--- src/hw/rtl/bucket_chain_hash_join_macros.svh ---
// Assertion helpers shared by the hash join RTL.
`ifndef BUCKET_CHAIN_HASH_JOIN_MACROS_SVH
`define BUCKET_CHAIN_HASH_JOIN_MACROS_SVH

// Check that an antecedent is always followed by a consequent in the next cycle.
`define BCHJ_ASSERT_NEXT(label, clk, rst_n, ante, cons) \
  label: assert property (@(posedge clk) disable iff (!rst_n) (ante) |=> (cons)) \
    else $error("bchj: sequencing check failed");

// Check that a condition holds on every clock edge out of reset.
`define BCHJ_ASSERT_ALWAYS(label, clk, rst_n, cond) \
  label: assert property (@(posedge clk) disable iff (!rst_n) (cond)) \
    else $error("bchj: invariant check failed");

`endif

--- src/hw/rtl/bchj_pkg.sv ---
`default_nettype none

package bchj_pkg;

  // Result count fields are fixed at 12 bits and wrap.
  localparam int CNT_W = 12;
  // Result tdata: match_count then chain_length.
  localparam int OUT_DW = 2 * CNT_W;
  // bucket_bits register
  localparam int CFG_W = 4;
  localparam logic [CFG_W-1:0] CFG_RESET = 4'd12;

  // Action codes carried on in_tuser
  localparam logic ACT_INSERT = 1'b0;
  localparam logic ACT_PROBE  = 1'b1;

  // Commands from the controller to the datapath
  typedef struct packed {
    logic clear;      // zero one bucket head during the clearing pass
    logic capture;    // latch the accepted beat and its bucket
    logic head_rd;    // read the bucket head
    logic decide;     // insert, drop, or start the chain walk
    logic walk_step;  // count one chain entry
    logic load_out;   // move the result into the output register
  } cmd_t;

  // Status from the datapath to the controller
  typedef struct packed {
    logic clr_last;   // clearing pass is at its last bucket
    logic is_probe;   // held item is a probe
    logic head_zero;  // bucket chain is empty
    logic link_zero;  // current entry ends the chain
  } sts_t;

endpackage

`default_nettype wire

--- src/hw/rtl/bchj_ctrl.sv ---
`default_nettype none

module bchj_ctrl (
  input  wire logic           clk,
  input  wire logic           rst_n,
  input  wire bchj_pkg::sts_t sts,
  output bchj_pkg::cmd_t      cmd,
  input  wire logic           in_valid,
  output logic                in_ready,
  output logic                out_valid,
  input  wire logic           out_ready
);

  localparam logic [2:0] ST_CLEAR  = 3'd0;
  localparam logic [2:0] ST_IDLE   = 3'd1;
  localparam logic [2:0] ST_HEAD   = 3'd2;
  localparam logic [2:0] ST_DECIDE = 3'd3;
  localparam logic [2:0] ST_WALK   = 3'd4;
  localparam logic [2:0] ST_DONE   = 3'd5;

  logic [2:0] state_r;
  logic [2:0] state_nxt;
  logic       out_valid_r;
  logic       out_valid_nxt;
  logic       slot_free;

  assign slot_free = !out_valid_r || out_ready;

  // Sequence one item at a time
  always_comb begin
    state_nxt = state_r;
    cmd       = '0;
    in_ready  = 1'b0;
    case (state_r)
      ST_CLEAR: begin
        cmd.clear = 1'b1;
        if (sts.clr_last) begin
          state_nxt = ST_IDLE;
        end
      end
      ST_IDLE: begin
        in_ready = 1'b1;
        if (in_valid) begin
          cmd.capture = 1'b1;
          state_nxt   = ST_HEAD;
        end
      end
      ST_HEAD: begin
        cmd.head_rd = 1'b1;
        state_nxt   = ST_DECIDE;
      end
      ST_DECIDE: begin
        cmd.decide = 1'b1;
        state_nxt  = (sts.is_probe && !sts.head_zero) ? ST_WALK : ST_DONE;
      end
      ST_WALK: begin
        cmd.walk_step = 1'b1;
        if (sts.link_zero) begin
          state_nxt = ST_DONE;
        end
      end
      ST_DONE: begin
        if (slot_free) begin
          cmd.load_out = 1'b1;
          state_nxt    = ST_IDLE;
        end
      end
      default: begin
        state_nxt = ST_IDLE;
      end
    endcase
  end

  // Output beat valid: set on load, drop when taken
  always_comb begin
    out_valid_nxt = out_valid_r;
    if (cmd.load_out) begin
      out_valid_nxt = 1'b1;
    end else if (out_ready) begin
      out_valid_nxt = 1'b0;
    end
  end

  always_ff @(posedge clk) begin
    if (!rst_n) begin
      state_r     <= ST_CLEAR;
      out_valid_r <= 1'b0;
    end else begin
      state_r     <= state_nxt;
      out_valid_r <= out_valid_nxt;
    end
  end

  assign out_valid = out_valid_r;

endmodule

`default_nettype wire

--- config.mk ---
export PLATFORM = sky130hd
export DESIGN_NAME = bchj_ctrl
export DESIGN_NICKNAME = d
export VERILOG_FILES = /design/src/hw/rtl/bucket_chain_hash_join_macros.svh /design/src/hw/rtl/bchj_pkg.sv /design/src/hw/rtl/bchj_ctrl.sv
export SDC_FILE = /design/constraint.sdc
export NUM_CORES = 1
export LEC_CHECK = 0
export ABC_AREA = 1
export BUFFER_PORTS_ARGS = -buffer_cell sky130_fd_sc_hd__buf_2
export CAP_MARGIN = 20
export CORE_AREA = 2 2 39 41
export CTS_CLUSTER_SIZE = 30
export DETAILED_ROUTE_END_ITERATION = 10
export DIE_AREA = 0 0 41 43
export GPL_TIMING_DRIVEN = 0
export PLACE_DENSITY = 0.56
export SLEW_MARGIN = 15
export SYNTH_ARGS = -nofsm -noshare
export SYNTH_HDL_FRONTEND = slang
export SYNTH_SLANG_ARGS = --single-unit
--- constraint.sdc ---
create_clock -name clk -period 1.1 [get_ports clk]
set_input_delay 0.11 -clock clk [delete_from_list [all_inputs] [get_ports clk]]
set_output_delay 0.11 -clock clk [all_outputs]
set_load 0.05 [all_outputs]
==> impl_results.md, run 1 <==
* Run status: finished with violations
* Violated checks: setup timing
* Number of unique standard cell types used by synthesis at 15
* Placed instance area at around 460 um2
* Worst-margin pin slew at about 250 ps
* Iteration-0 DRC Markers at 4
* CP required at roughly 1000 ps
* Clock tree from TritonCTS: yes
* Count of endpoints failing setup in the final report at 9
* CTS Buf Count at 3
* Leak Pwr at between 0.3 and 0.4 nW
* Setup TNS at -339 ps
* Worst-case clock buffer depth at 2
* Antenna violations before repair at 0
* Max Fanout on Critical Path at 7
* Final cycle utilization of the critical path at 108%
* Final std cell area, no fill at between 600 and 700 um2
* R2R setup slack at -50 ps
* Final min period at between 1000 and 1500 ps
* Vias in the first global route at 332
* Net switching component of the power at ~1.0 mW
* Launching point of the worst reg2reg path: state_r[2]
* DP Worst Slack at -53.9 ps
* Core Box Area at 1380 um2
* Sequential cell fraction of total power at approximately a fifth
* Ordered cell list for the critical path: inv_4, nand3_4, nor2_4, buf_8
* Most frequently used flop master after synthesis: dfxtp_1
* Number of sinks on the clock net at 4
* Total of flip-flops plus latches after synthesis at 4
* Num ports at 16
* End point of the critical path: cmd[4]
* TritonRoute pass-1 iters at 3
* Unrepaired setup endpoints after global routing: true
* Kind of critical path: reg -> out
* Slew margin rel. at a little over four fifths
* Cells on worst reg2reg path at 7
* Crit path largest cell delay at 370 ps
* Reg-to-reg critical path endpoint: state_r[1]
* Share of final-layout standard cells stronger than drive strength 1 at about three fifths
* FMAX at roughly 0.84 GHz
* Buffer type at the clock tree root: clkbuf_4
* Worst Skew at about 11 ps
* Number of buffers inserted by hold repair at cts at 0
* Total stage count of the critical path at 4
* Count of placed standard cells in the final layout, fillers left out at 95
* Routed wire length at between 800 and 900 um
* Num rows at 14
* Maximum number of pins on one net before global-route repair at 9
* Residual DRC count at 0
* Fin util at between 40% and 50%
* Register area share after synthesis at 22.9%
* Routed via count at 393
* Number of violations of the max-capacitance limit at 0
* EDFF count, synth at 0
* Crit path launch: state_r[1]
* Number of I/O port buffers at 15
* Net count, final at 89
* Total inserted antenna cells at 0
* GRT Residual Overflow at 0
* Buffer and inverter count on the worst path at 2
* Final weighted congestion in routability-driven placement at approximately 0.77
* H-tree levels at 1
* Cells after Synth at just under 60
* Crit path DAT at approximately 1100 ps
* Routed len/inst at roughly 9 um
* Proportion of power drawn by the clock network at just under 10%
* Dominant cells by area after synthesis: dfxtp_1 (23%), inv_1 (13%), nand2_1 (12%)
* Relative area change from synthesis to final layout at 78.9%
* Wire length of the first global-routing pass at around 1.3 mm
* Final HPWL from detailed placement at 573 um
* Critical Path Sink Type: primary output
* Area enclosed by the die boundary at ~1800 um2
* Worst-path clk slew at ~40 ps
* Synth Warn # at 0
* Crit path max-delay family: flip-flops
* Top cell types by occurrence after synthesis: inv_1 (12), nand2_1 (11), nor2_1 (9), dfxtp_1 (4), nand3_2 (4)
* CP max stage cell: dfxtp_4
* Worst Hold Class: in -> reg
* Clock insertion delay at the later pin of the skew report at 240 ps
* Height of the die at roughly 43 um
* DIE WIDTH at about 40 um
* Initial Util at between 20% and 30%
* Area fraction of the dominant cell type after synthesis at 22.9%
* Count of final max-slew check failures at 0
* Kind of launch point of the worst setup path: flip-flop
* Post-synth top area cell: dfxtp_1
* Final worst slack at -88.0 ps
* Hold violation count in the final report at 0
* DR vias/cell at slightly above 4
* Number of placed cells counting well taps at 89
* Most frequently used cell type in the post-synthesis netlist: inv_1
* Syn Std Cell Area at about 350 um2
* Nets in the synthesized netlist at between 60 and 70
* Power density cells at a little over 3000 nW/um2
* Average cell area after synthesis at about 6.0 um2
* P_int at ~900 uW
* Switching part of the total power at between 50% and 60%
* Share of synthesized registers carrying an async set or reset at 0%
* Logic pwr share at a little over two thirds
* Global-route usage over all layers at 11.7%
* Worst-case vdd ir drop at between 0.0009 and 0.001 V
* Number of antenna-violating nets in the routed design at 0
[worst min path at each step]
stage,start,end,cells past startpoint
after floorplan,rst_n,state_r[2],2
after global placement,rst_n,state_r[2],3
after detailed placement,rst_n,state_r[2],3
after CTS,rst_n,state_r[2],3
after global routing,rst_n,state_r[2],3
final,rst_n,state_r[2],3
[power groups by stage]
stage | Clock [mW] | Sequential [mW] | Combinational (mW)
after floorplan | 0 | 0.244 | 0.880
after global placement | 0 | 0.235 | 1.06
after detailed placement | 0 | 0.235 | 1.07
after CTS | 0.186 | 0.312 | 1.34
after global routing | 0.215 | 0.387 | 1.44
final | 0.187 | 0.371 | 1.35
[registers in the layout, indices dropped and copies added (netlist names)]
register	count
state_r	3
out_valid	1
[tightest hold or removal path: cells and delay by family]
kind,cells,cell delay (ps)
buffers and inverters,1,120
and+or+nand+nor,2,100
[placed cells by master, fill, tap and decap left out]
cell and instances:
a21oi_1 2, a21oi_2 1, buf_2 8, buf_4 6, buf_6 5, buf_8 2, clkbuf_4 3, clkinv_4 1
dfxtp_2 1, dfxtp_4 3, inv_1 12, inv_2 1, inv_4 1, nand2_1 11, nand2_2 1, nand2_4 1
nand3_1 1, nand3_2 2, nand3_4 3, nor2_1 6, nor2_2 2, nor2_4 4, nor3_2 1, o21ai_2 1
[per-stage QoR]
stage                     power [mW]  hold WS, ps
after floorplan                 1.12          230
after global placement          1.30          370
after detailed placement        1.30          368
after CTS                       1.84          115
after global routing            2.04          111
final                           1.90          120
[area by class of cell]
| class | instances | area, um2 |
|---|---|---|
| sequential | 4 | 92.6 |
| fill | 146 | 759 |
| inverter | 15 | 63.8 |
| timing repair buffer | 21 | 171 |
| tap | 16 | 20.0 |
| multi-input combinational | 36 | 254 |
| clock buffer | 3 | 22.5 |
[logic make-up (layout without fill, tap and decap cells)]
family	after synthesis	in the layout	synth area share, %
flops	4	4	22.9
buf+inv	18	39	24.0
compound gates	4	4	6.81
simple gates	32	32	46.2
[per-layer routing]
metal	part of all wire [%]	GRT usage, %
met1	42	13.1
met3	6.7	6.28
met4	0	4.00
met5	0	0
met2	51	18.1
[timing repair]
item,4_1_cts,5_1_grt
pin swaps,4,7
endpoints found under the setup margin,9,10
buffers inserted,5,1
endpoints found under the hold margin,0,0
gates resized for setup,30,6
No activity file was read; power rests on OpenSTA's default activity.
==> run 2: changes to the inputs <==
Settings changed: REMOVE_ABC_BUFFERS set to 1, SKIP_LAST_GASP set to 1.
==> run 2 against run 1 <==
  * The flow still finishes with violations (setup timing)
  * Combinational power up 10%
  * Global-route usage up 3.4 points
  * First-iteration DRC count down 50%
  * Critical endpoint unchanged
  * Wire length up 30%
  * Non-clock buffer count up 4
  * Sequential share of layout area down 1.1 points
  * Clock power down 5%
  * Register-to-register slack worse by 30 ps
  * Fmax up 0.77%
  * Via count up 6.1%
  * Sequential power about the same
==> impl_results.md, run 2 (synthesized netlist as in run 1, its figures left out) <==
* Violated checks: setup timing
* CP max stage cell: dfxtp_4
* CP required at 990 ps (about the same)
* CTS Buf Count at 3 (unchanged)
* Total inserted antenna cells at 0 (unchanged)
* H-tree levels at 1 (unchanged)
* Most frequent cells in the layout: inv_1 (12), nand2_1 (9), buf_2 (8), buf_6 (8), buf_4 (8)
* Relative area change from synthesis to final layout at 91.0%
* Iteration-0 DRC Markers at 2 (-2)
* Global-route usage over all layers at 15.2% (+3.4 points)
* Routed via count at 417 (+6.1%)
* DP Worst Slack at -148 ps (-93.8 ps)
* Leak Pwr at 0.355 nW (+5.6%)
* Run status: finished with violations
* DR vias/cell at 4.21 (+1.8%)
* GRT Residual Overflow at 0 (unchanged)
* Slew margin rel. at 83.5% (about the same)
* Final worst slack at -78.9 ps (+9.13 ps)
* Most common cell after layout, fill and taps aside: inv_1
* Max reg flops at 3 (unchanged)
* Vias in the first global route at 462 (+39%)
* Count of placed standard cells in the final layout, fillers left out at 99 (+4.2%)
* Height of the die at 43 um (unchanged)
* Top register by number of flip-flops: state_r
* Wire length of the first global-routing pass at 1.75 mm (+31%)
* Final weighted congestion in routability-driven placement at 0.678 (-12%)
* GR Layer Usage met3 at 2.62% (-3.7 points)
* Worst Skew at 0.248 ps (-10.3 ps)
* Worst-path clk slew at 40 ps (about the same)
* Tightest hold margin at 126 ps (+6.25 ps)
* Final HPWL from detailed placement at 569 um (-0.82%)
* Num ports at 16 (unchanged)
* Net count, final at 93 (+4.5%)
* Clock tree from TritonCTS: yes
* Worst-margin pin slew at 249 ps (+0.563 ps)
* Crit path DAT at 1070 ps (about the same)
* Ordered cell list for the critical path: inv_4, nand3_4, nor2_2, buf_6
* Unrepaired setup endpoints after global routing: true
* DIE WIDTH at 41 um (unchanged)
* Final min period at 1180 ps (-9.13 ps)
* Residual DRC count at 0 (unchanged)
* Number of sinks on the clock net at 4 (unchanged)
* Maximum number of pins on one net before global-route repair at 9 (unchanged)
* Routing usage on met1 at 14.1% (+1.0 points)
* Share of final-layout standard cells stronger than drive strength 1 at 66.3% (+6.8 points)
* Initial Util at 25.2% (unchanged)
* Number of placed cells counting well taps at 86 (-3.4%)
* Worst Hold Class: in -> reg
* R2R setup slack at -80 ps (-30 ps)
* Final cycle utilization of the critical path at 107% (-0.83 points)
* TritonRoute pass-1 iters at 2 (-1)
* Number of violations of the max-capacitance limit at 0 (unchanged)
* Kind of launch point of the worst setup path: flip-flop
* Num rows at 14 (unchanged)
* Max Fanout on Critical Path at 6 (-1)
* Antenna violations before repair at 0 (unchanged)
* Count of endpoints failing setup in the final report at 10 (+1)
* Routed wire length at 1.09 mm (+30%)
* FMAX at 0.848 GHz (+0.77%)
* Number of buffers inserted by hold repair at cts at 0 (unchanged)
* Routed len/inst at 11.0 um (+25%)
* Power density cells at 3060 nW/um2 (+0.24%)
* Peak-usage layer in the global routing report: met2
* Worst-case clock buffer depth at 2 (unchanged)
* Kind of critical path: reg -> out
* Buffer type at the clock tree root: clkbuf_4
* Area enclosed by the die boundary at 1760 um2 (unchanged)
* Worst-case vdd ir drop at 0.00114 V (+14%)
* Fin util at 48.2% (+3.1 points)
* Hold violation count in the final report at 0 (unchanged)
* Count of final max-slew check failures at 0 (unchanged)
* Core Box Area at 1380 um2 (unchanged)
* Met2 usage at 24.7% (+6.6 points)
* Crit path largest cell delay at 370 ps (about the same)
* Number of I/O port buffers at 15 (unchanged)
* Clock insertion delay at the later pin of the skew report at 230 ps (about the same)
* Number of antenna-violating nets in the routed design at 0 (unchanged)
* Post-route total power at 2.04 mW (+7.1%)
* Critical Path Sink Type: primary output
[run 2: changes by cell type in the layout (fill, tap and decap cells not counted), sizes merged]
cell,change
buf,+4
[run 2: cell type report]
| type | count | area (um2) |
|---|---|---|
| Timing Repair Buffer | 25 | 205 |
| Multi-Input combinational cell | 36 | 264 |
| Clock buffer | 3 | 22.5 |
| Fill cell | 143 | 717 |
| Inverter | 15 | 63.8 |
| Sequential cell | 4 | 91.3 |
| Tap cell | 16 | 20.0 |
[run 2: worst max-delay path: cells and delay by family (launching register included)]
kind                   cells  cell delay, ps
buffers and inverters      2             240
DFF                        1             370
and+or+nand+nor            2             220
[run 2: worst paths after layout]
path	startpoint	to	cells past startpoint
worst min-delay path	rst_n	state_r[2]	3
worst min register to register	out_valid	out_valid	2
worst max-delay path	state_r[1]	cmd[4]	4
worst max register to register	state_r[2]	state_r[2]	8
[run 2: per-layer routing]
layer,wire length [um],up-vias
li1,-,221
met1,381,183
met2,650,9
met3,33,4
met4,24,0
met5,0,-
[run 2: repair_timing]
item	CTS	global route
pin swaps	7	15
endpoints found under the setup margin	10	10
resized for setup	30	14
buffers inserted	10	0
hold endpoints to repair	0	0
[run 2: power by group]
part	switching (mW)	internal, mW	total, mW
clock	0.0551	0.122	0.177
sequential	0.150	0.223	0.373
combinational	0.844	0.645	1.49
total	1.05	0.990	2.04
[run 2: per-stage QoR]
stage | area [um2] | TNS (ps)
final | 667 | -410
after global routing | 667 | -945
after CTS | 616 | -295
after detailed placement | 418 | -461
after global placement | 418 | -353
after floorplan | 323 | -1440
==> run 3: changes to the inputs <==
Settings changed: CTS_BUF_LIST set to sky130_fd_sc_hd__clkbuf_16.
==> run 3 against run 2 <==
  * The run still ends with setup timing left
  * Worst hold slack improved by 4.4 ps
  * Combinational power fell by 13%
  * Largest power group unchanged
  * Final area down 1.1%
  * Sequential power rose by 1%
  * Register-to-register slack gained 90 ps
  * Core utilization decreased by 0.54 points
  * Critical endpoint unchanged
  * Largest cell class unchanged
  * Via count down 5.3%
==> impl_results.md, run 3 (synthesized netlist as in run 1, its figures left out) <==
* Antenna violations before repair at 0 (unchanged)
* Number of antenna-violating nets in the routed design at 0 (unchanged)
* Top register by number of flip-flops: state_r
* Worst min-delay path endpoint: state_r[2]
* Routed wire length at 870 um (-20%)
* Number of sinks on the clock net at 4 (unchanged)
* Most frequent cells in the layout: inv_1 (11), nand2_1 (11), buf_6 (9)
* Final HPWL from detailed placement at 569 um (unchanged)
* Area of combinational cells with multiple inputs at 238 um2 (-10%)
* Final std cell area, no fill at 659 um2 (-1.1%)
* Iteration-0 DRC Markers at 3 (+1)
* Share of final-layout standard cells stronger than drive strength 1 at 58.2% (-8.0 points)
* Placed instance area at 418 um2 (unchanged)
* H-tree levels at 1 (unchanged)
* Num ports at 16 (unchanged)
* Final min period at 1150 ps (-25.3 ps)
* Height of the die at 43 um (unchanged)
* Crit path largest cell delay at 370 ps (about the same)
* Area enclosed by the die boundary at 1760 um2 (unchanged)
* Sequential cell fraction of total power at 17.0% (-1.3 points)
* Net count, final at 89 (-4.3%)
* Switching part of the total power at 45.1% (-6.3 points)
* DIE WIDTH at 41 um (unchanged)
* Run status: finished with violations
* GRT Residual Overflow at 0 (unchanged)
* Worst Hold Class: in -> reg
* Wire length of the first global-routing pass at 1.61 mm (-8.3%)
* Leak Pwr at 0.357 nW (+0.44%)
* Violated checks: setup timing
* Cells on worst reg2reg path at 6 (-2)
* CP max stage cell: dfxtp_4
* R2R setup slack at 10 ps (+90 ps)
* Proportion of power drawn by the clock network at 25.0% (+16 points)
* Count of placed standard cells in the final layout, fillers left out at 95 (-4.0%)
* Kind of launch point of the worst setup path: flip-flop
* Crit path DAT at 1040 ps (-30 ps)
* Routed via count at 395 (-5.3%)
* Kind of critical path: reg -> out
* Maximum number of pins on one net before global-route repair at 9 (unchanged)
* Final weighted congestion in routability-driven placement at 0.678 (unchanged)
* Logic pwr share at 58.0% (-15 points)
* Filler Cells Inserted at 147 (+2.8%)
* CP required at 990 ps (about the same)
* Worst-case clock buffer depth at 2 (unchanged)
* FMAX at 0.867 GHz (+2.2%)
* Worst-path clk slew at 30 ps (about the same)
* Number of placed cells counting well taps at 86 (unchanged)
* Tightest hold margin at 131 ps (+4.43 ps)
* Hold violation count in the final report at 0 (unchanged)
* Routed len/inst at 9.16 um (-17%)
* Post-route total power at 2.23 mW (+9.2%)
* Buffer type at the clock tree root: clkbuf_16
* Clock insertion delay at the later pin of the skew report at 220 ps (about the same)
* Net switching component of the power at 1.00 mW (-4.2%)
* Worst-case vdd ir drop at 0.00177 V (+56%)
* Power density cells at 3380 nW/um2 (+10%)
* Max Fanout on Critical Path at 6 (unchanged)
* Ordered cell list for the critical path: inv_4, nand3_4, nor2_4, buf_6
* Number of I/O port buffers at 15 (unchanged)
* Count of endpoints failing setup in the final report at 6 (-4)
* Count of final max-slew check failures at 0 (unchanged)
* Core Box Area at 1380 um2 (unchanged)
* Slew margin rel. at 83.5% (about the same)
* Final worst slack at -53.6 ps (+25.3 ps)
* Number of violations of the max-capacitance limit at 0 (unchanged)
* Worst-margin pin slew at 249 ps (+0.512 ps)
* DP Worst Slack at -148 ps (unchanged)
* TritonRoute pass-1 iters at 4 (+2)
* P_int at 1.22 mW (+24%)
* Area of all sequential standard cells at 91.3 um2 (unchanged)
* DR vias/cell at 4.16 (-1.3%)
* Clock tree from TritonCTS: yes
* CTS Buf Count at 3 (unchanged)
* Unrepaired setup endpoints after global routing: true
* Launching point of the worst reg2reg path: state_r[1]
* Relative area change from synthesis to final layout at 88.9%
* Initial Util at 25.2% (unchanged)
* Reg-to-reg critical path endpoint: state_r[2]
* Residual DRC count at 0 (unchanged)
* Hold path startpoint: rst_n
* Global-route usage over all layers at 14.6% (-0.60 points)
* Max reg flops at 3 (unchanged)
* Num rows at 14 (unchanged)
* Critical Path Sink Type: primary output
* Final cycle utilization of the critical path at 105% (-2.3 points)
* Worst Skew at 0.456 ps (+0.208 ps)
* Number of cells on the worst hold path at 3 (unchanged)
* Vias in the first global route at 415 (-10%)
* Total inserted antenna cells at 0 (unchanged)
run 3: changes by cell type in the layout (fill, tap and decap cells not counted), moves of 2 or more:
cell       delta
clkbuf_16     +3
nand2_1       +2
buf_4         -4
nand2_2       -2
nor2_1        +4
nor2_2        -3
clkbuf_4      -3
run 3: repair_timing:
action                                  4_1_cts  5_1_grt
pin swaps                                     2        6
hold buffers                                  0        0
setup buffers                                 5        1
endpoints found under the setup margin       10       10
resized for setup                            30        6
run 3: worst max-delay path by stage:
stage | from | to | slack, ps | cells after the start
after floorplan | state_r[0] | cmd[5] | -490 | 1
after global placement | state_r[2] | state_r[2] | -140 | 7
after detailed placement | state_r[2] | state_r[2] | -150 | 7
after CTS | state_r[1] | cmd[4] | -40 | 4
after global routing | state_r[2] | cmd[4] | -90 | 4
final | state_r[1] | cmd[4] | -50 | 4
run 3: routing by layer:
metal,global-route usage [%],vias to the layer above,part of all wire [%]
met1,15.1,168,40
met4,14.0,0,1.7
met2,21.3,11,54
li1,-,214,-
met3,4.71,2,4.4
met5,0,-,0
run 3: critical path: cells and delay by family, from the launching register on:
| family | cells | cell delay (ps) |
|---|---|---|
| buffers and inverters | 2 | 240 |
| flip-flops | 1 | 370 |
| AND/OR/NAND/NOR | 2 | 210 |
run 3: power groups by stage:
stage,clock [mW],sequential (mW),combinational (mW)
2_1_floorplan,0,0.293,0.719
3_3_place_gp,0,0.297,0.898
3_5_place_dp,0,0.302,0.906
4_1_cts,0.568,0.369,1.23
5_1_grt,0.581,0.396,1.40
6_report,0.557,0.378,1.29
run 3: area by class of cell:
cell class,count,area share (%)
Multi-Input combinational cell,36,36.1
Tap cell,16,3.04
Sequential cell,4,13.9
Clock buffer,3,11.4
Timing Repair Buffer,21,26.0
Inverter,15,9.68
run 3: through the flow:
stage / utilization, % / TNS [ps]
finish: 47.6 / -157
global route: 47.6 / -553
CTS: 45.7 / -151
detailed placement: 30.2 / -461
global placement: 30.2 / -353
floorplan: - / -1440
